[src/sv/tbpc_pkg.sv]
// -----------------------------------------------------------------------------
// Two-button press classifier package
// Shared types, event codes, register indexes and reset values.
// -----------------------------------------------------------------------------
package tbpc_pkg;

   // Widths of the request fields and the configuration registers.
   localparam int TIME_W = 32;
   localparam int CSR_W  = 16;

   // Register reset values.
   localparam logic [CSR_W-1:0] DEBOUNCE_RESET   = 16'd50;
   localparam logic [CSR_W-1:0] LONG_PRESS_RESET = 16'd3000;

   // Event codes reported with every response.
   typedef enum logic [2:0] {
      EV_NONE         = 3'd0,
      EV_BOTH_LONG    = 3'd1,
      EV_ID_SHORT     = 3'd2,
      EV_ID_LONG_END  = 3'd3,
      EV_EXEC_PRESS   = 3'd4,
      EV_EXEC_RELEASE = 3'd5
   } event_type;

   // Configuration register indexes.
   typedef enum logic {
      CSR_DEBOUNCE   = 1'b0,
      CSR_LONG_PRESS = 1'b1
   } csr_index_type;

   // One sample taken from the request channel.
   typedef struct packed {
      logic [TIME_W-1:0] now_ms;
      logic              id_pin_level;
      logic              exec_pin_level;
   } sample_type;

   // One response item.
   typedef struct packed {
      event_type         event_code;
      logic [TIME_W-1:0] exec_held_ms;
      logic              id_debounced;
      logic              exec_debounced;
   } result_type;

   // Configuration registers as seen by the classifier.
   typedef struct packed {
      logic [CSR_W-1:0] debounce_ms;
      logic [CSR_W-1:0] long_press_ms;
   } cfg_type;

   // Debounce and press timing state carried from one sample to the next.
   typedef struct packed {
      logic              id_pressed;
      logic              exec_pressed;
      logic [TIME_W-1:0] id_change_time;
      logic [TIME_W-1:0] exec_change_time;
      logic [TIME_W-1:0] id_press_start;
      logic              id_timing;
      logic [TIME_W-1:0] exec_press_start;
      logic              exec_timing;
      logic [TIME_W-1:0] both_start;
      logic              both_timing;
      logic              both_fired;
      logic [TIME_W-1:0] last_exec_duration;
   } btn_state_type;

endpackage

[src/sv/two_button_press_classifier.sv]
// -----------------------------------------------------------------------------
// Two-button press classifier
// Debounces an ID and an exec button and reports press events per sample.
// -----------------------------------------------------------------------------
// Usage:
//   Each request on the req_ channel is one sample: a millisecond timestamp
//   and the two raw, active-low pin levels. Every request gives exactly one
//   response on the rsp_ channel: an event code, the duration of the last
//   completed exec press and both debounced button states.
//   The csr_ port writes the debounce time (index 0) and the long-press time
//   (index 1); write only while no request is in flight.
//   A request accepted on req_ is held in the sample register; when the
//   response register is free or drained, the classification logic writes
//   the response register and rsp_tvalid rises. Throughput is one request
//   per cycle while the receiver does not stall; the single classification
//   stage, which updates the button state, sets it.
//   When the receiver stalls, the response register holds its item and the
//   sample register still takes one more request; req_tready then falls
//   until the response moves on.
//   Reset clears all button state, empties both registers and loads the
//   register defaults: 50 ms debounce and 3000 ms long press.
// -----------------------------------------------------------------------------
module two_button_press_classifier
   import tbpc_pkg::*;
(
   input  logic                 clock,
   input  logic                 reset,
   // Request channel
   input  logic                 req_tvalid,
   output logic                 req_tready,
   input  logic [39:0]          req_tdata,   // now_ms[31:0], id_pin_level, exec_pin_level
   // Response channel
   output logic                 rsp_tvalid,
   input  logic                 rsp_tready,
   output logic [39:0]          rsp_tdata,   // event_code[2:0], exec_held_ms[31:0],
                                             // id_debounced, exec_debounced
   // Configuration write port
   input  logic                 csr_wr_en,
   input  csr_index_type        csr_index,
   input  logic [CSR_W-1:0]     csr_wr_data
);

   logic          req_vld_ff;
   logic          req_vld_in;
   sample_type    sample_ff;
   logic          rsp_vld_ff;
   logic          rsp_vld_in;
   result_type    rsp_ff;
   btn_state_type state_ff;
   btn_state_type state_in;
   result_type    result;
   cfg_type       cfg_ff;
   logic          advance;

   // The pipeline moves whenever the response register is free or drained.
   assign advance    = ~rsp_vld_ff | rsp_tready;
   assign req_tready = ~req_vld_ff | advance;
   assign req_vld_in = (req_tvalid & req_tready) | (req_vld_ff & ~advance);
   assign rsp_vld_in = advance ? req_vld_ff : rsp_vld_ff;

   // Configuration registers.
   always_ff @(posedge clock) begin
      if (reset) begin
         cfg_ff.debounce_ms   <= DEBOUNCE_RESET;
         cfg_ff.long_press_ms <= LONG_PRESS_RESET;
      end else if (csr_wr_en) begin
         case (csr_index)
            CSR_DEBOUNCE:   cfg_ff.debounce_ms   <= csr_wr_data;
            CSR_LONG_PRESS: cfg_ff.long_press_ms <= csr_wr_data;
            default:        cfg_ff               <= cfg_ff;
         endcase
      end
   end

   // Sample register.
   always_ff @(posedge clock) begin
      if (reset) begin
         req_vld_ff <= 1'b0;
      end else begin
         req_vld_ff <= req_vld_in;
      end
      if (req_tvalid && req_tready) begin
         sample_ff.now_ms         <= req_tdata[31:0];
         sample_ff.id_pin_level   <= req_tdata[32];
         sample_ff.exec_pin_level <= req_tdata[33];
      end
   end

   // Classification of the registered sample.
   tbpc_classify u_classify (
      .sample    (sample_ff),
      .state_cur (state_ff),
      .cfg       (cfg_ff),
      .state_nxt (state_in),
      .result    (result)
   );

   // Button state and response register.
   always_ff @(posedge clock) begin
      if (reset) begin
         state_ff   <= '0;
         rsp_vld_ff <= 1'b0;
      end else begin
         rsp_vld_ff <= rsp_vld_in;
         if (advance && req_vld_ff) begin
            state_ff <= state_in;
         end
      end
      if (advance && req_vld_ff) begin
         rsp_ff <= result;
      end
   end

   assign rsp_tvalid = rsp_vld_ff;
   assign rsp_tdata  = {3'b000, rsp_ff.exec_debounced, rsp_ff.id_debounced,
                        rsp_ff.exec_held_ms, rsp_ff.event_code};

   // A both-long event is only reported while both buttons are held.
   assert property (@(posedge clock) disable iff (reset)
      rsp_vld_ff && (rsp_ff.event_code == EV_BOTH_LONG)
         |-> rsp_ff.id_debounced && rsp_ff.exec_debounced)
      else $error("both-long event without both buttons held");

   // An exec press is only reported with exec alone held.
   assert property (@(posedge clock) disable iff (reset)
      rsp_vld_ff && (rsp_ff.event_code == EV_EXEC_PRESS)
         |-> rsp_ff.exec_debounced && !rsp_ff.id_debounced)
      else $error("exec press reported without exec held alone");

   // A release event always comes with the button released.
   assert property (@(posedge clock) disable iff (reset)
      rsp_vld_ff && (rsp_ff.event_code == EV_EXEC_RELEASE || rsp_ff.event_code == EV_ID_SHORT
                     || rsp_ff.event_code == EV_ID_LONG_END)
         |-> (rsp_ff.event_code == EV_EXEC_RELEASE) ? !rsp_ff.exec_debounced
                                                    : !rsp_ff.id_debounced)
      else $error("release event while button still held");

   // The fired flag only stands while the both-hold timer runs.
   assert property (@(posedge clock) disable iff (reset)
      state_ff.both_fired |-> state_ff.both_timing)
      else $error("both_fired set without both_timing");

   // The button state changes only when a sample moves to the response.
   assert property (@(posedge clock) disable iff (reset)
      !(advance && req_vld_ff) |=> $stable(state_ff))
      else $error("button state changed without a sample");

endmodule

[src/sv/tbpc_classify.sv]
// -----------------------------------------------------------------------------
// Two-button press classifier: per-sample logic
// Debounces both buttons and classifies one sample, giving the next state
// and the response for that sample.
// -----------------------------------------------------------------------------
module tbpc_classify
   import tbpc_pkg::*;
(
   input  sample_type    sample,
   input  btn_state_type state_cur,
   input  cfg_type       cfg,
   output btn_state_type state_nxt,
   output result_type    result
);

   logic              id_raw;
   logic              exec_raw;
   logic [TIME_W-1:0] id_since_change;
   logic [TIME_W-1:0] exec_since_change;
   logic [TIME_W-1:0] both_held;
   logic [TIME_W-1:0] id_held;
   logic [TIME_W-1:0] exec_held;
   logic [TIME_W-1:0] debounce_ext;
   logic [TIME_W-1:0] long_ext;

   // Pins are active low; all time differences wrap modulo 2^32.
   assign id_raw            = ~sample.id_pin_level;
   assign exec_raw          = ~sample.exec_pin_level;
   assign id_since_change   = sample.now_ms - state_cur.id_change_time;
   assign exec_since_change = sample.now_ms - state_cur.exec_change_time;
   assign both_held         = sample.now_ms - state_cur.both_start;
   assign id_held           = sample.now_ms - state_cur.id_press_start;
   assign exec_held         = sample.now_ms - state_cur.exec_press_start;
   assign debounce_ext      = {{(TIME_W-CSR_W){1'b0}}, cfg.debounce_ms};
   assign long_ext          = {{(TIME_W-CSR_W){1'b0}}, cfg.long_press_ms};

   always_comb begin
      logic      fired_now;
      event_type ev;

      state_nxt = state_cur;
      fired_now = 1'b0;
      ev        = EV_NONE;

      // Lockout debounce of each button.
      if ((id_raw != state_cur.id_pressed) && (id_since_change > debounce_ext)) begin
         state_nxt.id_pressed     = id_raw;
         state_nxt.id_change_time = sample.now_ms;
      end
      if ((exec_raw != state_cur.exec_pressed) && (exec_since_change > debounce_ext)) begin
         state_nxt.exec_pressed     = exec_raw;
         state_nxt.exec_change_time = sample.now_ms;
      end

      // Both buttons held: one long event per hold.
      if (state_nxt.id_pressed && state_nxt.exec_pressed) begin
         if (!state_cur.both_timing) begin
            state_nxt.both_start  = sample.now_ms;
            state_nxt.both_timing = 1'b1;
         end else if ((both_held >= long_ext) && !state_cur.both_fired) begin
            ev                    = EV_BOTH_LONG;
            state_nxt.both_fired  = 1'b1;
            fired_now             = 1'b1;
            state_nxt.id_timing   = 1'b0;
            state_nxt.exec_timing = 1'b0;
         end
      end else begin
         state_nxt.both_timing = 1'b0;
         state_nxt.both_fired  = 1'b0;
      end

      // Single-button logic; the exec event overrides the ID event.
      if (!fired_now) begin
         if (state_nxt.id_pressed && !state_nxt.exec_pressed) begin
            if (!state_cur.id_timing) begin
               state_nxt.id_press_start = sample.now_ms;
               state_nxt.id_timing      = 1'b1;
            end
         end else if (!state_nxt.id_pressed && state_cur.id_timing) begin
            ev                  = (id_held >= long_ext) ? EV_ID_LONG_END : EV_ID_SHORT;
            state_nxt.id_timing = 1'b0;
         end

         if (state_nxt.exec_pressed && !state_nxt.id_pressed) begin
            if (!state_cur.exec_timing) begin
               state_nxt.exec_press_start = sample.now_ms;
               state_nxt.exec_timing      = 1'b1;
               ev                         = EV_EXEC_PRESS;
            end
         end else if (!state_nxt.exec_pressed && state_cur.exec_timing) begin
            state_nxt.last_exec_duration = exec_held;
            state_nxt.exec_timing        = 1'b0;
            ev                           = EV_EXEC_RELEASE;
         end
      end

      result.event_code     = ev;
      result.exec_held_ms   = state_nxt.last_exec_duration;
      result.id_debounced   = state_nxt.id_pressed;
      result.exec_debounced = state_nxt.exec_pressed;
   end

endmodule
[config.mk]
export PLATFORM = sky130hd
export DESIGN_NAME = two_button_press_classifier
export DESIGN_NICKNAME = d
export VERILOG_FILES = /design/src/sv/tbpc_pkg.sv /design/src/sv/two_button_press_classifier.sv /design/src/sv/tbpc_classify.sv
export SDC_FILE = /design/constraint.sdc
export NUM_CORES = 1
export LEC_CHECK = 0
export BUFFER_PORTS_ARGS = -buffer_cell sky130_fd_sc_hd__buf_4
export CELL_PAD_IN_SITES_DETAIL_PLACEMENT = 1
export CELL_PAD_IN_SITES_GLOBAL_PLACEMENT = 2
export CORE_UTILIZATION = 39
export CTS_CLUSTER_SIZE = 8
export DETAILED_ROUTE_END_ITERATION = 10
export PLACE_DENSITY = 0.8
export SYNTH_ARGS = -nofsm -noshare
export SYNTH_HDL_FRONTEND = slang
export SYNTH_SLANG_ARGS = --single-unit
[constraint.sdc]
create_clock -name clock -period 7.15 [get_ports clock]
set_clock_uncertainty 0.15 [all_clocks]
set_input_delay 0.3575 -clock clock [delete_from_list [all_inputs] [get_ports clock]]
set_output_delay 0.3575 -clock clock [all_outputs]
set_load 0.01 [all_outputs]
## Word-level counts from Yosys, hierarchy flattened

Cells that the tools add are included.

- Output and inout port bits: 42
- Memories kept: 0
- Memory bits (read-only): 0
- Bits in writable memories: 0
- Latch bits: 0
- Register bits: 303

- $add $sub $neg: 5
- Bitwise operators: 15
- Muxes and demuxes: 36
- Equal/unequal tests: 4
- Shifts and indexed selects: 0
- $mul: 0
- Order comparisons: 4
- Div/mod/pow operators: 0
- Reductions and logical operators: 21

Operators with widths:

| kind | number |
|---|---|
| $sub A32 B32 Y32 | 5 |
| $mux W32 | 4 |
| $mux W33 | 3 |
| $ge A32 B16 Y1 | 2 |
| $gt A32 B16 Y1 | 2 |
| $mux W34 | 1 |
| $mux W3 | 8 |
| $mux W1 | 19 |
| $logic_and A1 B1 Y1 | 10 |
| $not A1 Y1 | 10 |
| $reduce_and A2 Y1 | 4 |
| $reduce_and A4 Y1 | 2 |
| $reduce_and A3 Y1 | 2 |
| $ne A2 B2 Y1 const B | 2 |
| $logic_not A1 Y1 | 3 |
| $or A1 B1 Y1 | 3 |
| $and A1 B1 Y1 | 2 |
| $mux W2 | 1 |
| $ne A1 B1 Y1 | 2 |

## Logic depth before layout (Yosys ltp)

Gate-level depths: netlist (run 1).

- Depth in word-level cells: 11
- Gate-level depth with buffers: 26
- Mapped depth without buffers: 23

## Modules after synthesis

A second synthesis (run 1) with hierarchy kept.

- Cells, all modules: 3021
- Area total of the unflattened synthesis: 26037.5 µm²

Modules (own cells, without submodules):

| module | instances | cells each | area an instance (µm²) |
|---|---|---|---|
| tbpc_classify | 1 | 1935 | 13869.6 |
| two_button_press_classifier | 1 | 1086 | 12167.9 |

## Least setup slack after synthesis (run 1)

Ideal clock, no wire load.

- Path kind: flip-flop to flip-flop
- From: reg sample_ff[3] in the netlist's numbering
- To: reg state_ff[101] in the netlist's numbering
- Stages on the path, launching flop included: 25
- Data required time: 6.928 ns
- Path slack: 1.625 ns
- Period minus slack after synthesis: 5.525 ns
- Setup time: 0.072 ns
- Data arrival time: 5.303 ns
- Path through: edfxtp_1 ha_1 nor2b_1 o31a_1 or3_1 a21boi_1 o21ai_0 a21o_1 a21oi_1 xnor2_1 ha_1 a21oi_1 nor2b_1 o21ai_0 o21ai_0 nor3_1 o211ai_1 a211oi_1 nand4_1 nor4b_2 mux2i_1 clkbuf_1 nor4b_4 buf_4 mux2i_1

RTL lines:

| item | RTL line | source |
|---|---|---|
| start, declared | two_button_press_classifier.sv:45 | `sample_type sample_ff;` |
| end signal, assigned | two_button_press_classifier.sv:106 | `state_ff <= state_in;` |
| end, declared | two_button_press_classifier.sv:49 | `btn_state_type state_ff;` |

## Final worst setup path (run 1)

- From: reg sample_ff[4] in the netlist's numbering
- To: reg state_ff[41] in the netlist's numbering

- Cells in the longest elaborated chain, start to end: 6
- Elaborated cells between the ends (all ways): 10

RTL lines:

| item | RTL line | source |
|---|---|---|
| $sub A32 B32 Y32 (on tied branches) | tbpc_classify.sv:29, tbpc_classify.sv:30 |  |
| $gt A32 B16 Y1 (on tied branches) | tbpc_classify.sv:46, tbpc_classify.sv:50 |  |
| $logic_and A1 B1 Y1 (on tied branches) | tbpc_classify.sv:46, tbpc_classify.sv:50 |  |
| $mux W1 (on tied branches) | tbpc_classify.sv:46, tbpc_classify.sv:50 |  |
| $logic_and A1 B1 Y1 (*) | tbpc_classify.sv:56 | `if (state_nxt.id_pressed && state_nxt.exec_pressed) begin` |
| $reduce_and A3 Y1 (no line) (*) | -- |  |

Mark *: on every way between the ends. The rest lies on a longest branch, timed or not.
A chain may end at the register's enable or synchronous reset.

==> results of run 1 <==
-- stage by stage --
stage	instances	setup slack (ns)	util [%]	area, um^2
after floorplan	2615	1.63	-	21900
after global placement	3389	0.493	42.3	23400
after detailed placement	3389	0.339	42.3	23400
after CTS	3516	0.285	45.6	25200
after global routing	3520	0.0344	45.6	25200
final	3520	0.374	45.6	25200
-- synthesized netlist by cell type (8+ instances only) --
cell | count | area share (%)
nand2_1 | 312 | 5.3
dfxtp_1 | 232 | 21
inv_1 | 232 | 4.0
nor2_1 | 232 | 4.0
ha_1 | 219 | 13
mux2i_1 | 199 | 9.1
a21oi_1 | 186 | 4.2
o21ai_0 | 100 | 2.3
a21o_1 | 77 | 2.6
edfxtp_1 | 71 | 9.7
xnor2_1 | 69 | 2.8
clkbuf_1 | 59 | 1.0
nor3_1 | 39 | 0.89
mux2_2 | 34 | 1.7
nand2b_1 | 34 | 0.97
nand3_1 | 34 | 0.78
buf_2 | 33 | 0.75
nand4_1 | 33 | 0.94
xor2_1 | 33 | 1.3
o211ai_1 | 27 | 0.92
o21a_1 | 27 | 0.92
a211oi_1 | 26 | 0.89
a31oi_1 | 26 | 0.74
nor2b_1 | 24 | 0.69
o21bai_1 | 19 | 0.65
and3_1 | 18 | 0.51
and2_1 | 13 | 0.37
nor4_1 | 13 | 0.37
o31ai_1 | 13 | 0.45
or3_1 | 11 | 0.31
buf_4 | 10 | 0.34
o21ai_1 | 9 | 0.21
o31a_1 | 9 | 0.36
a211o_1 | 8 | 0.32
-- power breakdown --
group | internal (mW) | switching (mW)
combinational | 0.492 | 0.761
clock | 1.18 | 0.816
sequential | 1.81 | 0.0477
total | 3.49 | 1.62
-- per-layer routing --
metal  GRT usage, %  vias up  share of wire, %  wire (um)
met1           36.6     9358                50      36900
met5              0        -                 0          0
met3           4.02       98               4.4       3230
met4           7.79        0               2.8       2060
met2           39.0      349                42      31000
li1               -     9500                 -          -
-- critical path, cell delays in order, from the launching register on --
cell       delay, ns
edfxtp_1        0.57
ha_1            0.42
o21ai_0         0.16
a21oi_1         0.09
o211ai_1        0.28
nand2_1         0.27
a41o_1          0.37
o21a_1          0.19
nor2_1          0.12
xnor2_1         0.09
ha_1            0.32
nand4_1         0.14
nor2_1          0.20
nand3_1         0.25
o2bb2ai_1       0.20
nor3_1          0.22
nand4_1         0.15
or4_4           0.44
nor4b_4         0.34
and4b_1         0.46
nor2_4          0.09
buf_4           0.18
nand4b_1        0.11
buf_4           0.54
mux2i_1         0.26
-- kinds of logic (layout without fill, tap and decap cells) --
kind of cell	Yosys count	in the layout
buf+inv	339	496
compound gates	614	614
other cells	1	3
flops	303	303
fa+ha+maj	224	224
simple gates	796	796
xor+xnor	102	102
mux	234	234
-- worst paths after layout --
| kind | end | cells past startpoint |
|---|---|---|
| max | state_ff[41] | 24 |
| max reg2reg | state_ff[41] | 24 |
| min reg2reg | cfg_ff[25] | 2 |
| min | state_ff[162] | 2 |
-- flip-flops by register name, summed over array words and instances, names as in the netlist --
signal / count
state_ff: 198
req_vld_ff: 1
rsp_tdata: 37
sample_ff: 34
rsp_tvalid: 1
cfg_ff: 32
-- area by class of cell --
cell class	count	area [um^2]
repair buffers	187	1550
clock buffers	69	1240
multi-input cells	1973	13800
inverters	234	881
fillers	6549	30100
flip-flops and latches	303	6780
clock inverters	6	70.1
well taps	748	936
-- repair_timing --
item	4_1_cts	5_1_grt
setup endpoints to repair	0	32
hold buffers	52	0
gates resized for setup	0	1
endpoints found under the hold margin	68	0
buffers inserted	0	4
==> results.md, run 1 <==
* Status: complete, no violations
* Total Power at 5.11 mW
* Final setup fails at 0
* R2r startpoint: sample_ff[4]
* CTS root buffer: clkbuf_16
* Synth Flop Type: dfxtp_1
* RSZ-0062 raised after global routing: false
* Worst hold slack at 0.112 ns
* Clock Latency Late Sink at 0.59 ns
* Initial core utilization at 39.6%
* Max Slew Vio Count at 0
* DR vias/cell at 5.48
* All-layer global routing usage at 25.5%
* Port Buffers at 94
* Largest net degree at the start of global routing at 92
* Static Leak at 10.4 nW
* Clock slew at reported path FFs at 0.06 ns
* Worst-Margin Slew at 1.25 ns
* Largest family of logic cells by synthesized area: compound AO/OA/AOI/OAI gates
* Row count at 86
* Most frequent cells in the layout: 312 x nand2_1, 232 x inv_1, 232 x nor2_1, 232 x dfxtp_1, 219 x ha_1
* Multiplexer share of the synthesized area at 10.9%
* Total number of vias at 19,300
* DRT antenna net count at 0
* CTS tree: built
* Final #Nets at 3,030
* Total Wirelength at 73,100 um
* Initial DRT Pass Iterations at 5
* R2R setup slack at 0.37 ns
* CP Max Fanout at 32
* CTS buffer count at 45
* DRT iter0 DRCs at 1,041
* Synthesized netlist cell count at 2,613
* Post-DP HPWL at 56,600 um
* Synth Warn # at 0
* Simple-gate share of the synthesized area at 16.6%
* Hold Crit Start: reset
* Crit. End Element: flop
* Routed len/inst at 20.8 um
* Setup tns final at 0 ns
* Chip height at 239 um
* GPL Wtd Cong at 0.903
* Die width at 239 um
* Avg Cell Area, Syn at 8.39 um^2
* Die ar. at 57,100 um^2
* Adder-Cell Fraction of Synth Area at 13.0%
* Grt total ovfl at 0
* Worst VDD drop at 0.000170 V
* Async set-reset flop share out of synthesis at 0%
* P per Cell Area at 203 nW/um^2
* Antenna cells at 0
* Final hold viol count at 0
* Num Clock Sinks at 303
* Layout cell share with drive strength beyond 1 at 9.09%
* Worst Setup Start Kind: flop
* Clk buf depth at 3
* I/O Pins at 104
* Antenna violations before repair at 0
* Slew headroom at 16.3%
* Max Freq at 148 MHz
* Most common cell after layout, fill and taps aside: nand2_1
* DRC Markers at 0
* XOR/XNOR share of the synthesized area at 4.08%
* First-pass GRT wire length at 113,000 um
* Worst EP required at 7.46 ns
* Tmin final at 6.78 ns
* Critical Path Source: sample_ff[4]
* Period utilization at 94.8%
* Count of state elements after synthesis at 303
* Max cap viols at 0
* Post-Synthesis Cell Area at 21,900 um^2
* CORE AREA at 55,300 um^2
* Synth Area in Compound Gates at 18.3%
* Sequential element share of the synthesized area at 30.9%
* H-tree Lvls at 2
* Vias in the first global route at 19,500
* Post-synth EDFFs at 71
* Worst min path class: input port to flop
* CP Data Arrival Time at 7.09 ns
* CP Class: flop to flop
* Area grow syn2layout at 15.2%
* Post-synth cell types at 89
(Power assumes the default switching activity.)
==> run 2, diff against run 1 <==
--- a/config.mk
+++ b/config.mk
@@ -8,6 +8,7 @@
 export BUFFER_PORTS_ARGS = -buffer_cell sky130_fd_sc_hd__buf_4
 export CELL_PAD_IN_SITES_DETAIL_PLACEMENT = 1
 export CELL_PAD_IN_SITES_GLOBAL_PLACEMENT = 2
+export CORE_ASPECT_RATIO = 1.4
 export CORE_UTILIZATION = 39
 export CTS_CLUSTER_SIZE = 8
 export DETAILED_ROUTE_END_ITERATION = 10
==> run 2 against run 1 <==
Net effect: via count increased by 0.83%; combinational power about the same; critical endpoint is now state_ff[73]; routed wire length rose by 0.51%; highest routed layer unchanged; die area about the same; largest cell class unchanged; sequential share of layout area about the same; final cell count shrank 0.57%.
==> results.md, run 2 (synthesis results as in run 1) <==
* CORE AREA at 55,400 um^2
* CTS buffer count at 44
* Worst min path class: input port to flop
* CP Max Fanout at 32
* GPL Wtd Cong at 0.886
* Total Wirelength at 73,500 um
* Hold path depth at 4
* Max cap viols at 0
* Number of flip-flops in the largest register at 198
* First-pass GRT wire length at 116,000 um
* Worst EP required at 7.41 ns
* Setup tns final at 0 ns
* Num Clock Sinks at 303
* DRT antenna net count at 0
* Period utilization at 94.4%
* Row count at 102
* Antenna violations before repair at 0
* Worst Setup Start Kind: flop
* H-tree Lvls at 2
* Total number of vias at 19,500
* Die ar. at 57,200 um^2
* Clock Latency Late Sink at 0.57 ns
* Die width at 202 um
* Most common cell after layout, fill and taps aside: nand2_1
* Post-DP HPWL at 56,600 um
* DR vias/cell at 5.56
* Max Slew Vio Count at 0
* Max Freq at 148 MHz
* P per Cell Area at 201 nW/um^2
* Largest net degree at the start of global routing at 92
* Port Buffers at 94
* Clk buf depth at 3
* Top reg by flops: state_ff
* Final hold viol count at 0
* Multi-input gate area at 13,800 um^2
* CP Data Arrival Time at 7.01 ns
* Static Leak at 10.4 nW
* Area grow syn2layout at 15.0%
* CTS tree: built
* Slew headroom at 34.1%
* Grt total ovfl at 0
* DRT iter0 DRCs at 720
* Antenna cells at 0
* Status: complete, no violations
* Tmin final at 6.75 ns
* Hold Crit Start: rsp_tready
* Crit. End Element: flop
* Chip height at 282 um
* R2R depth at 24
* Final #Nets at 3,034
* Clock slew at reported path FFs at 0.05 ns
* Initial core utilization at 39.6%
* R2R setup slack at 0.40 ns
* Final setup fails at 0
* Total Power at 5.07 mW
* Most frequent cells in the layout: 312 x nand2_1, 232 x inv_1, 232 x nor2_1, 232 x dfxtp_1, 219 x ha_1
* All-layer global routing usage at 25.7%
* Vias in the first global route at 20,600
* CTS root buffer: clkbuf_16
* Worst-Margin Slew at 0.988 ns
* Routed len/inst at 21.0 um
* WHS Endpoint: rsp_tvalid
* I/O Pins at 104
* Fillers at 6,572
* CP Class: flop to flop
* R2r startpoint: sample_ff[3]
* Worst VDD drop at 0.000153 V
* Crit Reg-Reg Endpoint: state_ff[73]
* DRC Markers at 0
* RSZ-0062 raised after global routing: false
* Sequential cell area at 6780 um^2
* Layout cell share with drive strength beyond 1 at 9.13%
* Initial DRT Pass Iterations at 5
-- run 2: cell types whose count changed in the layout (fill, tap and decap cells not counted), sizes merged --
cell / change
dlygate4sd3: -1
inv: -1
buf: +6
clkinv: -4
-- run 2: critical path: stages (launching register included) --
cell and delay, ns:
edfxtp_1 0.47, buf_4 0.22, ha_1 0.29, nor2b_1 0.15, o31a_1 0.28, or3_1 0.39
a21boi_1 0.43, o21ai_0 0.26, a21o_1 0.22, a21oi_1 0.16, xnor2_1 0.14, ha_1 0.27
a21oi_1 0.14, nor2b_1 0.06, o21ai_0 0.13, o21ai_0 0.11, nor3_1 0.21, o211ai_1 0.13
a211oi_1 0.25, nand4_1 0.19, nor4b_2 0.51, mux2i_1 0.18, or4b_2 0.67, buf_4 0.33
mux2i_1 0.20
-- run 2: what timing repair did --
item                       4_1_cts  5_1_grt
setup endpoints to repair        0       32
resized for setup                0        2
hold buffers                    51        0
setup buffers                    0        3
hold endpoints to repair        67        0
-- run 2: power by group --
group	internal (mW)	switching, mW	total, mW	leakage [nW]
Sequential	1.81	0.0420	1.86	2.58
Clock	1.17	0.789	1.96	0.599
Combinational	0.494	0.759	1.25	7.27
-- run 2: worst max-delay path by stage --
stage | slack [ns] | cells after the start | end | startpoint
detailed placement | 0.40 | 23 | state_ff[76] | sample_ff[2]
global route | 0.1 | 24 | state_ff[70] | sample_ff[3]
floorplan | 1.63 | 24 | state_ff[101] | sample_ff[3]
global placement | 0.69 | 23 | state_ff[67] | sample_ff[2]
CTS | 0.32 | 23 | state_ff[73] | sample_ff[2]
finish | 0.40 | 24 | state_ff[73] | sample_ff[3]
-- run 2: per-layer routing --
metal  track usage [%]  wire (um)  up-vias
li1                  -          -     9497
met1              30.1      31300     9504
met4              10.7       3110        0
met5                 0          0        -
met2              47.4      37000      337
met3              2.68       2100      128
-- run 2: final cells by class --
type | instances | area share (%)
well taps | 728 | 3.61
inverters | 234 | 3.50
clock buffers | 69 | 4.91
multi-input cells | 1973 | 54.7
repair buffers | 192 | 6.33
clock inverters | 1 | 0.0199
flip-flops and latches | 303 | 26.9
-- run 2: per-stage QoR --
stage,utilization [%],hold slack (ns),instance area (um^2),worst slack (ns),cells
finish,45.5,0.0663,25200,0.402,3500
detailed placement,42.3,0.300,23400,0.401,3376
global placement,42.3,0.293,23400,0.687,3376
CTS,45.5,0.00734,25200,0.325,3497
floorplan,-,0.285,21900,1.63,2615
global route,45.5,0.0689,25200,0.0954,3500
